[src/rtl/mfpe_pkg.sv]
// Shared types and constants of the monochrome framebuffer pixel engine.
package mfpe_pkg;

   localparam int DEF_COLUMNS = 128;
   localparam int DEF_PAGES   = 8;

   // Queue between the front and back parts; kept at a power of two.
   localparam int QUEUE_DEPTH = 2;
   localparam int QPTR_W      = $clog2(QUEUE_DEPTH);

   localparam int RECIP_SHIFT = 16;

   typedef enum logic [2:0] {
      MODE_SET        = 3'd0,
      MODE_CLEAR      = 3'd1,
      MODE_TOGGLE     = 3'd2,
      MODE_READ_PIXEL = 3'd3,
      MODE_READ_BYTE  = 3'd4,
      MODE_SCROLL     = 3'd5,
      MODE_CLEAR_ALL  = 3'd6
   } mode_type;

   // Classified command as held in the queue.
   typedef struct packed {
      mode_type     mode;
      logic [7:0]   col;
      logic [3:0]   page;
      logic [2:0]   row_bit;
      logic [9:0]   byte_index;
   } cmd_type;

   typedef enum logic [2:0] {
      ST_INIT,
      ST_IDLE,
      ST_UPDATE,
      ST_RESPOND,
      ST_SCROLL,
      ST_SCROLL_END,
      ST_CLEAR
   } state_type;

endpackage

[src/rtl/mfpe_front.sv]
// Front part: accepts input words and reduces the coordinates to column, page and bit.
module mfpe_front
   import mfpe_pkg::*;
#(
   parameter int COLUMNS = DEF_COLUMNS,
   parameter int PAGES   = DEF_PAGES
) (
   input  logic       clock,
   input  logic       reset,
   input  logic       req_tvalid,
   output logic       req_tready,
   input  mode_type   mode,
   input  logic [7:0] pixel_x,
   input  logic [7:0] pixel_y,
   input  logic [9:0] byte_index,
   input  logic       init_busy,
   input  logic       q_full,
   output logic       push,
   output cmd_type    push_cmd
);

   localparam logic [16:0] X_RECIP = 17'((1 << RECIP_SHIFT) / COLUMNS);
   localparam logic [16:0] P_RECIP = 17'((1 << RECIP_SHIFT) / PAGES);

   logic       a_valid_ff, a_valid_in;
   mode_type   a_mode_ff;
   logic [7:0] a_x_ff;
   logic [4:0] a_yp_ff;
   logic [2:0] a_row_ff;
   logic [9:0] a_idx_ff;
   logic [7:0] a_qx_ff;
   logic [4:0] a_qp_ff;

   logic        accept;
   logic [24:0] x_prod;
   logic [21:0] p_prod;
   logic [16:0] qcx;
   logic [9:0]  qcp;
   logic [8:0]  rx_raw, rx;
   logic [4:0]  rp_raw, rp;

   assign req_tready = !init_busy && (!a_valid_ff || !q_full);
   assign accept     = req_tvalid && req_tready;
   assign push       = a_valid_ff && !q_full;

   // The quotient estimate by reciprocal is low by at most one; the second
   // stage corrects it with a single compare and subtract.
   assign x_prod = 25'(pixel_x) * 25'(X_RECIP);
   assign p_prod = 22'(pixel_y[7:3]) * 22'(P_RECIP);

   always_comb begin
      a_valid_in = a_valid_ff;
      if (accept) begin
         a_valid_in = 1'b1;
      end else if (push) begin
         a_valid_in = 1'b0;
      end
   end

   always_ff @(posedge clock) begin
      if (reset) begin
         a_valid_ff <= 1'b0;
      end else begin
         a_valid_ff <= a_valid_in;
      end
   end

   always_ff @(posedge clock) begin
      if (accept) begin
         a_mode_ff <= mode;
         a_x_ff    <= pixel_x;
         a_yp_ff   <= pixel_y[7:3];
         a_row_ff  <= pixel_y[2:0];
         a_idx_ff  <= byte_index;
         a_qx_ff   <= x_prod[23:16];
         a_qp_ff   <= p_prod[20:16];
      end
   end

   always_comb begin
      qcx    = 17'(a_qx_ff) * 17'(COLUMNS);
      rx_raw = {1'b0, a_x_ff} - qcx[8:0];
      rx     = (rx_raw >= 9'(COLUMNS)) ? rx_raw - 9'(COLUMNS) : rx_raw;
      qcp    = 10'(a_qp_ff) * 10'(PAGES);
      rp_raw = a_yp_ff - qcp[4:0];
      rp     = (rp_raw >= 5'(PAGES)) ? rp_raw - 5'(PAGES) : rp_raw;
   end

   always_comb begin
      push_cmd.mode       = a_mode_ff;
      push_cmd.col        = rx[7:0];
      push_cmd.page       = rp[3:0];
      push_cmd.row_bit    = a_row_ff;
      push_cmd.byte_index = a_idx_ff;
   end

endmodule

[config.mk]
export PLATFORM = sky130hd
export DESIGN_NAME = mfpe_front
export DESIGN_NICKNAME = d
export VERILOG_FILES = /design/src/rtl/mfpe_pkg.sv /design/src/rtl/mfpe_front.sv
export SDC_FILE = /design/constraint.sdc
export NUM_CORES = 1
export LEC_CHECK = 0
export BUFFER_PORTS_ARGS = -buffer_cell sky130_fd_sc_hd__buf_2
export CAP_MARGIN = 15
export CORE_MARGIN = 2
export CORE_UTILIZATION = 38
export DETAILED_ROUTE_END_ITERATION = 16
export PLACE_DENSITY = 0.76
export SYNTH_ARGS = -nofsm -noshare
export SYNTH_HDL_FRONTEND = slang
export SYNTH_SLANG_ARGS = --single-unit
[constraint.sdc]
create_clock -name clock -period 2.85 [get_ports clock]
set_clock_uncertainty 0.15 [all_clocks]
set_input_delay 0.4275 -clock clock [delete_from_list [all_inputs] [get_ports clock]]
set_output_delay 0.4275 -clock clock [all_outputs]
set_load 0.01 [all_outputs]
==> summary.txt <==
Power and ir drop
  – Switching Share: 0.203
  – Leak: 0.527 nW
  – Pwr per Cell Area: 553 nW/um2
  – P_int: 535 uW
  – Peak supply drop: 285 uV
  – Clock share of power: 0.228
  – Comb power frac: 0.088
  – Sequential power share: 0.684
  – Psw: 136 uW

Die
  – Horiz. Die Dim: 51.6 um
  – Top-Level Pins: 64
  – Die area: 2670 um2
  – Std-Cell Rows: 17
  – Initial Utilization: 0.397
  – Core area: 2170 um2
  – Die height: 51.6 um

CTS
  – Clock Pin Slew Worst Setup and Hold Paths: 0.13 ns
  – Worst-Skew Late Latency: 0.31 ns
  – Post-cts gate resize count: 0
  – CTS sink count: 27
  – Htree depth: 1
  – Cts bufs inserted: 3
  – # hold bufs at CTS: 0
  – Post-CTS Setup Inserts: 0
  – Clock Path Buffers: 2
  – CTS tree: yes
  – Root Buffer: clkbuf_4

Critical path
  – Crit-path max FO: 17
  – R2R cell count: 2
  – Buf/Inv on CP: 1
  – Kind of cell adding the most delay to the critical path: compound AO/OA/AOI/OAI gates
  – RR Startpoint: a_valid_ff
  – Data required time of the worst path: 2.72 ns
  – Setup CP Type: register to register
  – Crit path max-delay cell type: a21oi_2
  – Crit-path max cell delay: 0.47 ns
  – Critical Path Start: a_valid_ff
  – Crit path capture: a_idx_ff[3]
  – Setup crit start kind: register
  – CP arrival: 1.49 ns
  – Crit path depth: 2
  – Critical R2R Capture: a_idx_ff[3]
  – FF-to-FF setup slack: 1.23 ns
  – CP endpoint kind: register
  – Crit path cell chain: a21oi_2, buf_4

Job
  – Maxcap violations: 0

Global routing
  – Global Route Usage Sum: 0.125
  – GRT Residual Overflow: 0
  – Initial antenna violation count: 0
  – First-pass GRT wire length: 2250 um
  – Vias in the first global route: 471
  – Largest net degree at the start of global routing: 18

Timing
  – Tmin final: 1.62 ns
  – Final hold viol count: 0
  – Worst slew pin tran: 0.549 ns
  – Final worst slack: 1.23 ns
  – Max Freq: 0.616 GHz
  – RSZ-0062 raised after global routing: false
  – Fin Setup TNS: 0 ns
  – Slew Limit Headroom: 0.634
  – Setup violators final: 0
  – Fin crit share: 0.569
  – Slew Limit Fails: 0

Place
  – Inst Count DP: 122
  – Routability cong.: 0.617
  – PortBufs: 58
  – Place WS: 0.900 ns
  – Final HPWL DP: 1330 um

Synth
  – Synth Area in XOR/XNOR: 0
  – Mapped Area: 862 um2
  – Mux contribution to synthesized area: 0
  – Seq/Total Area, Yosys: 0.929
  – Yosys reg bits: 27
  – Synth Instances: 36
  – Yosys warns: 0
  – Count of different cell masters after synthesis: 9
  – Compound-Gate Fraction of Synth Area: 0.0218
  – Simple-gate share of the synthesized area: 0.0276
  – Largest family of logic cells by synthesized area: simple AND/OR/NAND/NOR gates
  – Syn avg cell area: 23.9 um2
  – Adder-Cell Fraction of Synth Area: 0

Routing
  – DRT iter0 DRCs: 4
  – Initial DRT Pass Iterations: 3
  – Vias/cell: 4.29
  – Routed WL: 1650 um
  – Via Count: 540
  – Routed len/inst: 13.1 um
  – Final ANT Viol Nets: 0
  – DRC errors left: 0

Final layout
  – Antenna fix cells: 0
  – Fillers: 193
  – Nets: 133
  – Post-layout util: 0.560
  – Area grow syn2layout: 40.9%
  – Share of post-route cells with drive strength above 1: 0.673
  – Layout Cells excl Fill: 126

Status
  – Status: finished, final reports clean

Worst hold path
  – HP Class: primary input to register
## cell usage after synthesis
cell,number,area share
edfxtp_1,26,0.91
a21oi_1,2,0.012
buf_4,2,0.017
a21oi_2,1,0.010
conb_1,1,0.0043
dfxtp_1,1,0.023
nand2_1,1,0.0043
nand2b_4,1,0.016
nor2b_1,1,0.0073
## power by group through the flow
stage	sequential, mW	clock (mW)	combinational [mW]
after global placement	0.467	0	0.0577
after global routing	0.461	0.176	0.0646
final	0.459	0.153	0.0591
after detailed placement	0.468	0	0.0603
after floorplan	0.478	0	0.0129
after CTS	0.459	0.161	0.0604
## flip-flops by register name, indices dropped and copies added (netlist names)
signal and count:
a_x_ff 7, a_yp_ff 3, a_row_ff 3, a_mode_ff 3, a_idx_ff 10, a_valid_ff 1
## metal layers
| metal | track usage | up-vias | wire [um] |
|---|---|---|---|
| met5 | 0 | - | 0 |
| met4 | 0.0789 | 0 | 38 |
| met3 | 0.0345 | 4 | 205 |
| met2 | 0.203 | 45 | 745 |
| met1 | 0.146 | 235 | 655 |
| li1 | - | 256 | - |
## cell usage in the layout (no fill, tap or decap)
cell type / instances
a21oi_1: 1
a21oi_2: 2
buf_2: 58
buf_4: 1
clkbuf_4: 3
clkinv_2: 1
conb_1: 2
dfxtp_1: 1
edfxtp_1: 26
nand2_1: 1
nand2b_4: 1
nor2b_1: 1
## worst min path at each step
stage / from / end / slack, ns / cells after the start
after global routing: reset / a_valid_ff / 0.09 / 2
after CTS: reset / a_valid_ff / 0.1 / 2
final: reset / a_valid_ff / 0.10 / 2
after global placement: a_valid_ff / a_valid_ff / 0.33 / 2
after detailed placement: a_valid_ff / a_valid_ff / 0.35 / 2
after floorplan: a_valid_ff / a_valid_ff / 0.31 / 2
## logic make-up (layout without fill, tap and decap cells)
| group | after synthesis | after routing |
|---|---|---|
| DFF | 27 | 27 |
| AOI/OAI and AO/OA | 3 | 3 |
| and+or+nand+nor | 3 | 3 |
| buffers and inverters | 2 | 63 |
| other | 1 | 2 |
## area by class of cell
class	instances	area, um2	share of cell area
Clock inverter	1	5.00	0.00412
Timing Repair Buffer	59	298	0.245
Tap cell	28	35.0	0.0288
Sequential cell	27	801	0.659
Clock buffer	3	22.5	0.0185
Multi-Input combinational cell	8	53.8	0.0443
## metrics by stage
stage	instance area (um2)	hold WS, ns	total power, mW
floorplan	866	0.306	0.491
global placement	1190	0.330	0.525
detailed placement	1190	0.350	0.529
CTS	1210	0.0956	0.681
global route	1210	0.0879	0.701
finish	1210	0.104	0.672
No activity file was read; power rests on OpenSTA's default activity.
