--- config.mk ---
export PLATFORM = sky130hd
export DESIGN_NAME = mfpe_queue
export DESIGN_NICKNAME = d
export VERILOG_FILES = /design/src/rtl/mfpe_pkg.sv /design/src/rtl/mfpe_queue.sv
export SDC_FILE = /design/constraint.sdc
export NUM_CORES = 1
export LEC_CHECK = 0
export BUFFER_PORTS_ARGS = -buffer_cell sky130_fd_sc_hd__buf_2
export CAP_MARGIN = 15
export CORE_AREA = 2 2 81 67
export DETAILED_ROUTE_END_ITERATION = 8
export DIE_AREA = 0 0 83 69
export PLACE_DENSITY = 0.7
export RECOVER_POWER = 50
export SYNTH_ARGS = -nofsm -noshare
export SYNTH_HDL_FRONTEND = slang
export SYNTH_SLANG_ARGS = --single-unit
--- constraint.sdc ---
create_clock -name clock -period 2.41 [get_ports clock]
set_clock_uncertainty 0.1 [all_clocks]
set_input_delay 0.482 -clock clock [delete_from_list [all_inputs] [get_ports clock]]
set_output_delay 0.482 -clock clock [all_outputs]
set_load 0.02 [all_outputs]
--- src/rtl/mfpe_pkg.sv ---
// Shared types and constants of the monochrome framebuffer pixel engine.
package mfpe_pkg;

   localparam int DEF_COLUMNS = 128;
   localparam int DEF_PAGES   = 8;

   // Queue between the front and back parts; kept at a power of two.
   localparam int QUEUE_DEPTH = 2;
   localparam int QPTR_W      = $clog2(QUEUE_DEPTH);

   localparam int RECIP_SHIFT = 16;

   typedef enum logic [2:0] {
      MODE_SET        = 3'd0,
      MODE_CLEAR      = 3'd1,
      MODE_TOGGLE     = 3'd2,
      MODE_READ_PIXEL = 3'd3,
      MODE_READ_BYTE  = 3'd4,
      MODE_SCROLL     = 3'd5,
      MODE_CLEAR_ALL  = 3'd6
   } mode_type;

   // Classified command as held in the queue.
   typedef struct packed {
      mode_type     mode;
      logic [7:0]   col;
      logic [3:0]   page;
      logic [2:0]   row_bit;
      logic [9:0]   byte_index;
   } cmd_type;

   typedef enum logic [2:0] {
      ST_INIT,
      ST_IDLE,
      ST_UPDATE,
      ST_RESPOND,
      ST_SCROLL,
      ST_SCROLL_END,
      ST_CLEAR
   } state_type;

endpackage

--- src/rtl/mfpe_queue.sv ---
// Short command queue between the front and back parts.
module mfpe_queue
   import mfpe_pkg::*;
(
   input  logic    clock,
   input  logic    reset,
   input  logic    push,
   input  cmd_type push_cmd,
   output logic    q_full,
   input  logic    pop,
   output logic    q_empty,
   output cmd_type head
);

   cmd_type           slots_ff [QUEUE_DEPTH];
   logic [QPTR_W-1:0] wr_ptr_ff, wr_ptr_in;
   logic [QPTR_W-1:0] rd_ptr_ff, rd_ptr_in;
   logic [QPTR_W:0]   count_ff, count_in;

   assign q_full  = (count_ff == (QPTR_W+1)'(QUEUE_DEPTH));
   assign q_empty = (count_ff == '0);
   assign head    = slots_ff[rd_ptr_ff];

   always_comb begin
      wr_ptr_in = push ? wr_ptr_ff + 1'b1 : wr_ptr_ff;
      rd_ptr_in = pop ? rd_ptr_ff + 1'b1 : rd_ptr_ff;
      count_in  = count_ff;
      if (push && !pop) begin
         count_in = count_ff + 1'b1;
      end else if (pop && !push) begin
         count_in = count_ff - 1'b1;
      end
   end

   always_ff @(posedge clock) begin
      if (reset) begin
         wr_ptr_ff <= '0;
         rd_ptr_ff <= '0;
         count_ff  <= '0;
      end else begin
         wr_ptr_ff <= wr_ptr_in;
         rd_ptr_ff <= rd_ptr_in;
         count_ff  <= count_in;
      end
   end

   always_ff @(posedge clock) begin
      if (push) begin
         slots_ff[wr_ptr_ff] <= push_cmd;
      end
   end

endmodule

==> summary.md, run 1 <==
| Metric | Value |
|---|---|
| Vias/cell | 4.71 |
| Die width | 83 um |
| Hold_buf cts | 0 |
| Initial antenna violation count | 0 |
| Ant diodes | 0 |
| Worst-Margin Slew | 0.740 ns |
| Unrepaired setup endpoints after global routing | no |
| CP Data Required Time | 1.83 ns |
| Mapped Nets | 142 |
| Post-synth top area cell | edfxtp_1 |
| Core region area | 0.00492 mm^2 |
| First-pass GRT wire length | 6040 um |
| Die height | 69 um |
| Min Hold Slack | 0.240 ns |
| Min Tclk post-route | 1.99 ns |
| FMAX | 501 MHz |
| Post-DR wirelength/cell | 14.7 um |
| Final Util | 57.7% |
| CTS resizes | 0 |
| Fill count | 381 |
| Outcome | finished, final reports clean |
| Worst Setup Start Kind | flip-flop |
| Post-layout nets | 217 |
| Distinct cells, synth | 16 |
| Mapped Avg Cell Area | 20.5 um^2 |
| Setup violations, final | 0 |
| Share of cells above drive strength 1 | 48.7% |
| Final wirelength | 3700 um |
| Vias in the first global route | 1307 |
| Total Die Area | 0.00573 mm^2 |
| Total global routing overflow | 0 |
| Initial Utilization | 45.4% |
| Crit Path Category | reg2out |
| Synthesized-area fraction occupied by adder cells | 0.561% |
| Drt initial violations | 71 |
| Setup TNS | 0 ns |
| Area growth syn-to-layout | 27.2% |
| Final period utilization | 82.8% |
| DPL Wire Length | 2610 um |
| Pre-Repair DR Iteration Count | 4 |
| Clock buffer depth | 2 |
| DR DRC count | 0 |
| Max Slew Vio Count | 0 |
| Worst slew margin | 50.6% |
| Port bufs | 61 |
| Gp weighted congestion | 0.721 |
| DR vias | 1182 |
| Post-synthesis mux area share | 14.1% |
| Synth Instances | 109 |
| Seq/Total Area, Yosys | 79.8% |
| Peak supply drop | 0.485 mV |
| CTS H-tree depth | 3 |
| Post-synthesis sequential element count | 61 |
| CP max FO | 15 |
| Lkg Pwr | 1.06 nW |
| Overall Global Routing Usage | 14.0% |
| Synth top area share | 75.3% |
| Num CTS Buffers | 9 |
| CTS tree | built |
| Post-synthesis xor/xnor area fraction | 1.57% |
| Setup Fix Bufs, Post-CTS | 0 |
| Largest net degree at the start of global routing | 16 |
| Synth Cell Area | 0.00223 mm^2 |
| Synth area leaders | edfxtp_1, mux2_2, dfxtp_1, buf_6, nor2_1 |
| CP arrival | 1.41 ns |
| Max_cap viols | 0 |
| Synth Area in Simple Gates | 2.07% |
| Rows | 23 |
| Root Buffer | clkbuf_8 |
| Yosys Warn Count | 0 |
| Hold crit path type | in2reg |
| Count of clock tree sinks | 61 |
| Worst skew pair latency | 0.32 ns |
| Final hold violation count | 0 |
| Power per cell area | 911 mW/mm^2 |
| I/O Pins | 62 |
| Largest family of logic cells by synthesized area | multiplexers |
| Post-synthesis compound-gate area fraction | 0.448% |
| Clock-pin transition on the worst setup and hold timing paths | 0.06 ns |
| Final ANT Viol Nets | 0 |
| CP endpoint kind | primary output |
synthesized netlist by cell type:
library cell and n:
buf_2 1, inv_1 1, ha_1 1, nor2b_1 1
mux2_2 28, buf_6 2, dfxtp_1 5, o21ai_0 1
nor2_1 5, xor2_1 2, or3_1 1, and2_1 1
xnor2_1 2, and2b_2 1, a21oi_1 1, edfxtp_1 56
layout by cell type (no fill, tap or decap):
cell and count:
or3_1 1, and2b_2 1, buf_2 45, inv_1 1, bufinv_16 3, clkbuf_1 19
ha_1 1, a21oi_1 1, nor2_1 5, clkinv_2 1, edfxtp_1 56, buf_4 5
clkbuf_8 9, mux2_2 28, xnor2_1 2, clkinv_1 1, xor2_1 2, dfxtp_1 5
o21ai_0 1, and2_1 1, nor2b_1 1
kinds of logic (layout without fill, tap and decap cells):
| logic type | after synthesis | in the layout |
|---|---|---|
| multiplexers | 28 | 28 |
| buffers and inverters | 4 | 84 |
| AND/OR/NAND/NOR | 9 | 9 |
| AO/OA/AOI/OAI | 2 | 2 |
| adder cells (fa/ha/maj) | 1 | 1 |
| flip-flops | 61 | 61 |
| XOR/XNOR | 4 | 4 |
critical path: stages, from the launching register on:
cell and delay [ns]:
dfxtp_1 0.33, buf_4 0.23, mux2_2 0.37, buf_2 0.16
metal layers:
layer  track usage [%]  vias up  part of all wire, %  wire length, um
met5                 0        -                    0                0
li1                  -      570                    -                -
met2              24.5       41                   53             1960
met1              13.8      565                   39             1430
met4              6.74        0                  1.6               60
met3              6.83        6                  6.6              245
stage by stage:
stage	total power (W)	setup WS, ns	std cells	cell area, um^2
CTS	0.00263	0.385	251	2870
floorplan	0.00147	0.135	109	2230
detailed placement	0.00159	0.751	235	2640
global placement	0.00158	0.768	235	2640
global route	0.00268	0.340	251	2840
finish	0.00259	0.415	251	2840
state kept, by name, indices dropped and copies added, names as in the netlist, named ones only:
register,count
rd_ptr_ff,1
count_ff,2
slots_ff,56
wr_ptr_ff,1
report_power, final:
group          leakage [nW]  total, W  internal [W]  switching, W
Sequential            0.567   0.00125       0.00123     0.0000207
Combinational         0.381  0.000307      0.000127      0.000180
Clock                 0.115   0.00103      0.000682      0.000345
Total                  1.06   0.00259       0.00204      0.000546
layout make-up:
cell class / count / area [um^2] / area share, %
Clock buffer: 11 / 131 / 4.63
Multi-Input combinational cell: 44 / 419 / 14.8
Sequential cell: 61 / 1780 / 62.8
Clock inverter: 5 / 98.8 / 3.48
Inverter: 1 / 3.75 / 0.132
Tap cell: 62 / 77.6 / 2.73
Timing Repair Buffer: 67 / 327 / 11.5
path summary, 6_finish.rpt:
| path | start | endpoint | slack, ns | cells past startpoint |
|---|---|---|---|---|
| min reg2reg | rd_ptr_ff | rd_ptr_ff | 0.43 | 2 |
| max reg2reg | wr_ptr_ff | slots_ff[0][20] | 0.86 | 2 |
| max | flip-flop | head[0] | 0.42 | 3 |
| min | push_cmd[2] | slots_ff[0][2] | 0.24 | 1 |
Power figures use the tool's default switching activity.
==> inputs of run 2 (changes only) <==
- clock period: 2.41 -> 1.96 ns (I/O delays scaled with it)
==> run 2 against run 1 <==
Effect of this change:
- via count unchanged
- wire length increased by 1.2%
- critical path depth unchanged
- non-clock buffer count unchanged
- combinational power increased by 24%
- cell area decreased by 0.66%
- core utilization decreased by 0.38 points
- register-to-register slack got worse by 0.39 ns
- first-iteration DRC count decreased by 77%
- sequential cell count unchanged
- clock-buffer cell count unchanged
==> summary.md, run 2 (synthesis gave the netlist of run 1 again) <==
| Metric | Value |
|---|---|
| Final wirelength | 3740 um (was 3700 um) |
| Die height | 69 um (unchanged) |
| Overall Global Routing Usage | 14.6% (was 14.0%) |
| Placed insts | 235 (unchanged) |
| First-pass GRT wire length | 6150 um (was 6040 um) |
| Final ANT Viol Nets | 0 (unchanged) |
| Total global routing overflow | 0 (unchanged) |
| Outcome | finished, final reports clean (unchanged) |
| Gp weighted congestion | 0.704 (was 0.721) |
| Top Registers | slots_ff x56, count_ff x2 (unchanged) |
| Pre-Repair DR Iteration Count | 3 (was 4) |
| CP max FO | 17 (was 15) |
| Port bufs | 61 (unchanged) |
| Clock buffer depth | 2 (unchanged) |
| Peak supply drop | 0.613 mV (was 0.485 mV) |
| Largest net degree at the start of global routing | 18 (was 16) |
| Worst-Margin Slew | 0.722 ns (was 0.740 ns) |
| Total Die Area | 0.00573 mm^2 (unchanged) |
| Fin cells | 251 (unchanged) |
| Max Slew Vio Count | 0 (unchanged) |
| Worst Setup Start Kind | flip-flop (unchanged) |
| Num CTS Buffers | 9 (unchanged) |
| Critical R2R Capture | slots_ff[0][4] (was slots_ff[0][20]) |
| Commonest non-fill, non-tap cells in the layout | edfxtp_1, buf_2, mux2_2, clkbuf_1, clkbuf_8 (unchanged) |
| DP Area | 0.00264 mm^2 (unchanged) |
| Drt initial violations | 16 (was 71) |
| Reg2reg setup slack | 0.47 ns (was 0.86 ns) |
| Worst slew margin | 51.9% (was 50.6%) |
| Crit Path Category | reg2out (unchanged) |
| Setup Fix Bufs, Post-CTS | 0 (unchanged) |
| Design Area, Final | 0.00282 mm^2 (was 0.00284 mm^2) |
| Hold crit path type | in2reg (unchanged) |
| Share of cells above drive strength 1 | 49.2% (was 48.7%) |
| Count of clock tree sinks | 61 (unchanged) |
| Final hold violation count | 0 (unchanged) |
| CTS H-tree depth | 3 (unchanged) |
| Power per cell area | 1080 mW/mm^2 (was 911 mW/mm^2) |
| Core region area | 0.00492 mm^2 (unchanged) |
| Initial antenna violation count | 0 (unchanged) |
| Initial Utilization | 45.4% (unchanged) |
| Final period utilization | 96.6% |
| Largest register FFs | 56 (unchanged) |
| Final Util | 57.3% (was 57.7%) |
| Worst skew pair latency | 0.32 ns (about the same) |
| Max_cap viols | 0 (unchanged) |
| Hold endpoint | slots_ff[1][2] (was slots_ff[0][2]) |
| Unrepaired setup endpoints after global routing | yes (was no) |
| DR vias | 1182 (unchanged) |
| Rows | 23 (unchanged) |
| R2R cell count | 2 (unchanged) |
| Area growth syn-to-layout | 26.3% (was 27.2%) |
| DPL Wire Length | 2600 um (was 2610 um) |
| DR DRC count | 0 (unchanged) |
| Vias/cell | 4.71 (unchanged) |
| Min Tclk post-route | 1.89 ns |
| Ant diodes | 0 (unchanged) |
| FMAX | 528 MHz |
| Post-layout nets | 217 (unchanged) |
| Hold path startpoint | push_cmd[2] (unchanged) |
| Setup violations, final | 0 (unchanged) |
| Die width | 83 um (unchanged) |
| CP Data Required Time | 1.47 ns (was 1.83 ns) |
| Clock-pin transition on the worst setup and hold timing paths | 0.06 ns (about the same) |
| Hold depth | 1 (unchanged) |
| Pre-CTS setup slack | 0.362 ns (was 0.751 ns) |
| I/O Pins | 62 (unchanged) |
| CP endpoint kind | primary output (unchanged) |
| Min Hold Slack | 0.155 ns (was 0.240 ns) |
| Worst Slack Setup Final | 0.0669 ns (was 0.415 ns) |
| Lkg Pwr | 1.05 nW (was 1.06 nW) |
| Post-DR wirelength/cell | 14.9 um (was 14.7 um) |
| Commonest non-fill, non-tap cell in the layout | edfxtp_1 (unchanged) |
| CTS tree | built (unchanged) |
| FF-to-FF Start | wr_ptr_ff (unchanged) |
| Root Buffer | clkbuf_8 (unchanged) |
| Vias in the first global route | 1301 (was 1307) |
| Most flops, register | slots_ff (unchanged) |
| CP arrival | 1.40 ns (was 1.41 ns) |
## run 2: changes by cell type in the layout (fill, tap and decap cells not counted)
cell	change
nor2b_1	-1
clkbuf_1	+1
nor2b_2	+1
clkinv_2	+2
clkinv_1	-1
buf_2	-1
buf_4	-1
buf_6	+1
bufinv_16	-1
## run 2: worst max path at each step
stage / startpoint / end
floorplan: push / slots_ff[0][0]
global placement: flip-flop / head[24]
detailed placement: flip-flop / head[24]
CTS: flip-flop / head[24]
global route: flip-flop / head[15]
finish: flip-flop / head[24]
## run 2: final cells by class
class	count	area (um^2)
Clock buffer	11	131
Clock inverter	5	75.1
Fill cell	400	2100
Inverter	1	3.75
Multi-Input combinational cell	44	422
Sequential cell	61	1780
Tap cell	62	77.6
Timing Repair Buffer	67	329
## run 2: worst max-delay path: stages, from the launching register on
cell,delay (ns)
dfxtp_1,0.34
buf_6,0.20
mux2_2,0.37
buf_2,0.16
## run 2: where the power goes
group / total, W / switching [W] / internal [W]
combinational: 0.000380 / 0.000222 / 0.000158
sequential: 0.00154 / 0.0000260 / 0.00151
clock: 0.00114 / 0.000428 / 0.000709
total: 0.00306 / 0.000675 / 0.00238
## run 2: metrics by stage
step           setup TNS [ns]  power [W]
6_report                    0    0.00306
5_1_grt                -0.131    0.00319
4_1_cts                     0    0.00311
3_5_place_dp                0    0.00196
3_3_place_gp                0    0.00194
2_1_floorplan               0    0.00181
## run 2: routing by layer
layer	track usage, %	vias to the layer above	wire length, um
met5	0	-	0
met1	14.8	564	1490
met4	8.20	0	67
met3	7.54	8	248
li1	-	565	-
met2	24.3	45	1940
## run 2: repair_timing
action                                  4_1_cts  5_1_grt
endpoints found under the setup margin       16       12
gates cloned                                  0        0
endpoints found under the hold margin         0        0
gates resized for setup                       1        0
hold buffers                                  0        0
==> inputs of run 3 (changes only) <==
- BUFFER_PORTS_ARGS: -buffer_cell sky130_fd_sc_hd__buf_2 -> unset
- DONT_BUFFER_PORTS: unset -> 1
- PLACE_DENSITY: 0.7 -> 0.59
- SKIP_CTS_REPAIR_TIMING: unset -> 1
==> run 3 against run 2 <==
Effect of this change:
- power is 7.9% lower
- clock power fell by 13%
- critical path depth is 1 lower
- sequential power hardly changed
- wire length decreased by 11%
- via count shrank 20%
- largest cell class unchanged
- die area did not move
==> summary.md, run 3 (synthesis gave the netlist of run 1 again) <==
| Metric | Value |
|---|---|
| FMAX | 552 MHz (was 528 MHz) |
| Hold path startpoint | reset (was push_cmd[2]) |
| Critical path's top delay family | multiplexers (unchanged) |
| Vias in the first global route | 1043 (was 1301) |
| Final ANT Viol Nets | 0 (unchanged) |
| CP arrival | 1.32 ns (was 1.40 ns) |
| CTS tree | built (unchanged) |
| Hold depth | 1 (unchanged) |
| Pre-CTS setup slack | 0.431 ns (was 0.362 ns) |
| Setup TNS | 0 ns (unchanged) |
| Unrepaired setup endpoints after global routing | no (was yes) |
| Largest register FFs | 56 (unchanged) |
| Count of clock tree sinks | 61 (unchanged) |
| Commonest non-fill, non-tap cell in the layout | edfxtp_1 (unchanged) |
| CP Data Required Time | 1.47 ns (about the same) |
| Worst skew pair latency | 0.33 ns (was 0.32 ns) |
| Worst Setup Start Kind | flip-flop (unchanged) |
| Setup violations, final | 0 (unchanged) |
| Top Registers | slots_ff x56, count_ff x2 (unchanged) |
| CP endpoint kind | primary output (unchanged) |
| Psw | 0.000637 W (was 0.000675 W) |
| Overall Power | 0.00282 W (was 0.00306 W) |
| First-pass GRT wire length | 5310 um (was 6150 um) |
| Max Slew Vio Count | 0 (unchanged) |
| Clock-pin transition on the worst setup and hold timing paths | 0.06 ns (about the same) |
| Worst-Margin Slew | 0.888 ns (was 0.722 ns) |
| Initial antenna violation count | 0 (unchanged) |
| Gp weighted congestion | 0.686 (was 0.704) |
| Initial Utilization | 45.4% (unchanged) |
| Pre-Repair DR Iteration Count | 4 (was 3) |
| Rows | 23 (unchanged) |
| Critical Path Slowest Stage Cell | mux2_2 (unchanged) |
| Drt initial violations | 40 (was 16) |
| FF-to-FF Start | wr_ptr_ff (unchanged) |
| Clock buffer depth | 2 (unchanged) |
| Sw Share | 22.6% (was 22.1%) |
| Total Die Area | 0.00573 mm^2 (unchanged) |
| Num CTS Buffers | 9 (unchanged) |
| Worst path bufs/invs | 1 (was 2) |
| Placed insts | 174 (was 235) |
| Final hold violation count | 0 (unchanged) |
| Logic pwr share | 10.1% (was 12.4%) |
| Most flops, register | slots_ff (unchanged) |
| DR vias | 944 (was 1182) |
| Clock share of power | 35.2% (was 37.2%) |
| CP max FO | 20 (was 17) |
| Worst Slack Setup Final | 0.147 ns (was 0.0669 ns) |
| Min Tclk post-route | 1.81 ns (was 1.89 ns) |
| Port bufs | 0 (was 61) |
| Register share of total power | 54.7% (was 50.4%) |
| Final wirelength | 3320 um (was 3740 um) |
| Cells along the critical path | buf_6 > mux2_2 (was buf_6 > mux2_2 > buf_2) |
| Commonest non-fill, non-tap cells in the layout | edfxtp_1, mux2_2, clkbuf_8, nor2_1, dfxtp_1 (was edfxtp_1, buf_2, mux2_2, clkbuf_1, clkbuf_8) |
| Share of cells above drive strength 1 | 36.7% (was 49.2%) |
| Int Power | 0.00218 W (was 0.00238 W) |
| Power per cell area | 1120 mW/mm^2 (was 1080 mW/mm^2) |
| Outcome | finished, final reports clean (unchanged) |
| Fin cells | 190 (was 251) |
| Area growth syn-to-layout | 12.3% (was 26.3%) |
| R2R cell count | 2 (unchanged) |
| Die width | 83 um (unchanged) |
| Vias/cell | 4.97 (was 4.71) |
| Lkg Pwr | 0.845 nW (was 1.05 nW) |
| Largest net degree at the start of global routing | 21 (was 18) |
| CTS H-tree depth | 3 (unchanged) |
| Worst slew margin | 40.8% (was 51.9%) |
| DR DRC count | 0 (unchanged) |
| Hold crit path type | in2reg (unchanged) |
| Reg2reg setup slack | 0.34 ns (was 0.47 ns) |
| I/O Pins | 62 (unchanged) |
| Total global routing overflow | 0 (unchanged) |
| Critical R2R Capture | slots_ff[0][1] (was slots_ff[0][4]) |
| Overall Global Routing Usage | 12.8% (was 14.6%) |
| Hold endpoint | count_ff[1] (was slots_ff[1][2]) |
| Max_cap viols | 0 (unchanged) |
| Crit Path Category | reg2out (unchanged) |
| DPL Wire Length | 2290 um (was 2600 um) |
| CP peak stage delay | 0.42 ns (was 0.37 ns) |
| Post-layout nets | 156 (was 217) |
| Post-DR wirelength/cell | 17.4 um (was 14.9 um) |
| Die height | 69 um (unchanged) |
| Root Buffer | clkbuf_8 (unchanged) |
| Core region area | 0.00492 mm^2 (unchanged) |
| Ant diodes | 0 (unchanged) |
| Final period utilization | 92.5% (was 96.6%) |
| Peak supply drop | 0.753 mV (was 0.613 mV) |
## run 3: cell count changes in the layout (fill, tap and decap cells not counted)
cell and delta:
clkinv_1 +3, buf_4 -1, buf_2 -44, clkbuf_1 -18, bufinv_16 -1
## run 3: metal layers
metal / track usage [%] / wire length [um] / vias up
li1: - / - / 445
met4: 6.56 / 45 / 0
met3: 9.94 / 399 / 4
met2: 21.4 / 1680 / 44
met1: 11.0 / 1190 / 451
met5: 0 / 0 / -
## run 3: cell type report
class / instances / area [um^2]
Timing Repair Buffer: 6 / 41.3
Clock inverter: 7 / 56.3
Tap cell: 62 / 77.6
Sequential cell: 61 / 1780
Multi-Input combinational cell: 44 / 422
Fill cell: 403 / 2410
Inverter: 1 / 3.75
Clock buffer: 9 / 124
## run 3: metrics by stage
step	utilization [%]	hold WS [ns]	instance area [um^2]
after floorplan	-	0.361	2230
after global placement	47.3	0.364	2330
after detailed placement	47.3	0.368	2330
after CTS	51.0	0.00414	2510
after global routing	50.9	0.00115	2510
final	50.9	0.0217	2510
## run 3: worst max-delay path by stage
stage          startpoint             end  slack (ns)  depth (start not counted)
4_1_cts         flip-flop        head[14]        0.05                          2
6_report        flip-flop        head[26]        0.15                          2
5_1_grt         flip-flop        head[26]        0.06                          2
3_3_place_gp    flip-flop        head[14]        0.45                          2
3_5_place_dp    flip-flop        head[14]        0.43                          2
2_1_floorplan        push  slots_ff[0][0]        0.29                          1
## run 3: power groups by stage
stage | clock, W | sequential, W | combinational, W
2_1_floorplan | 0 | 0.00156 | 0.000253
3_3_place_gp | 0 | 0.00156 | 0.000288
3_5_place_dp | 0 | 0.00157 | 0.000293
4_1_cts | 0.00102 | 0.00154 | 0.000294
5_1_grt | 0.00107 | 0.00155 | 0.000306
6_report | 0.000990 | 0.00154 | 0.000285
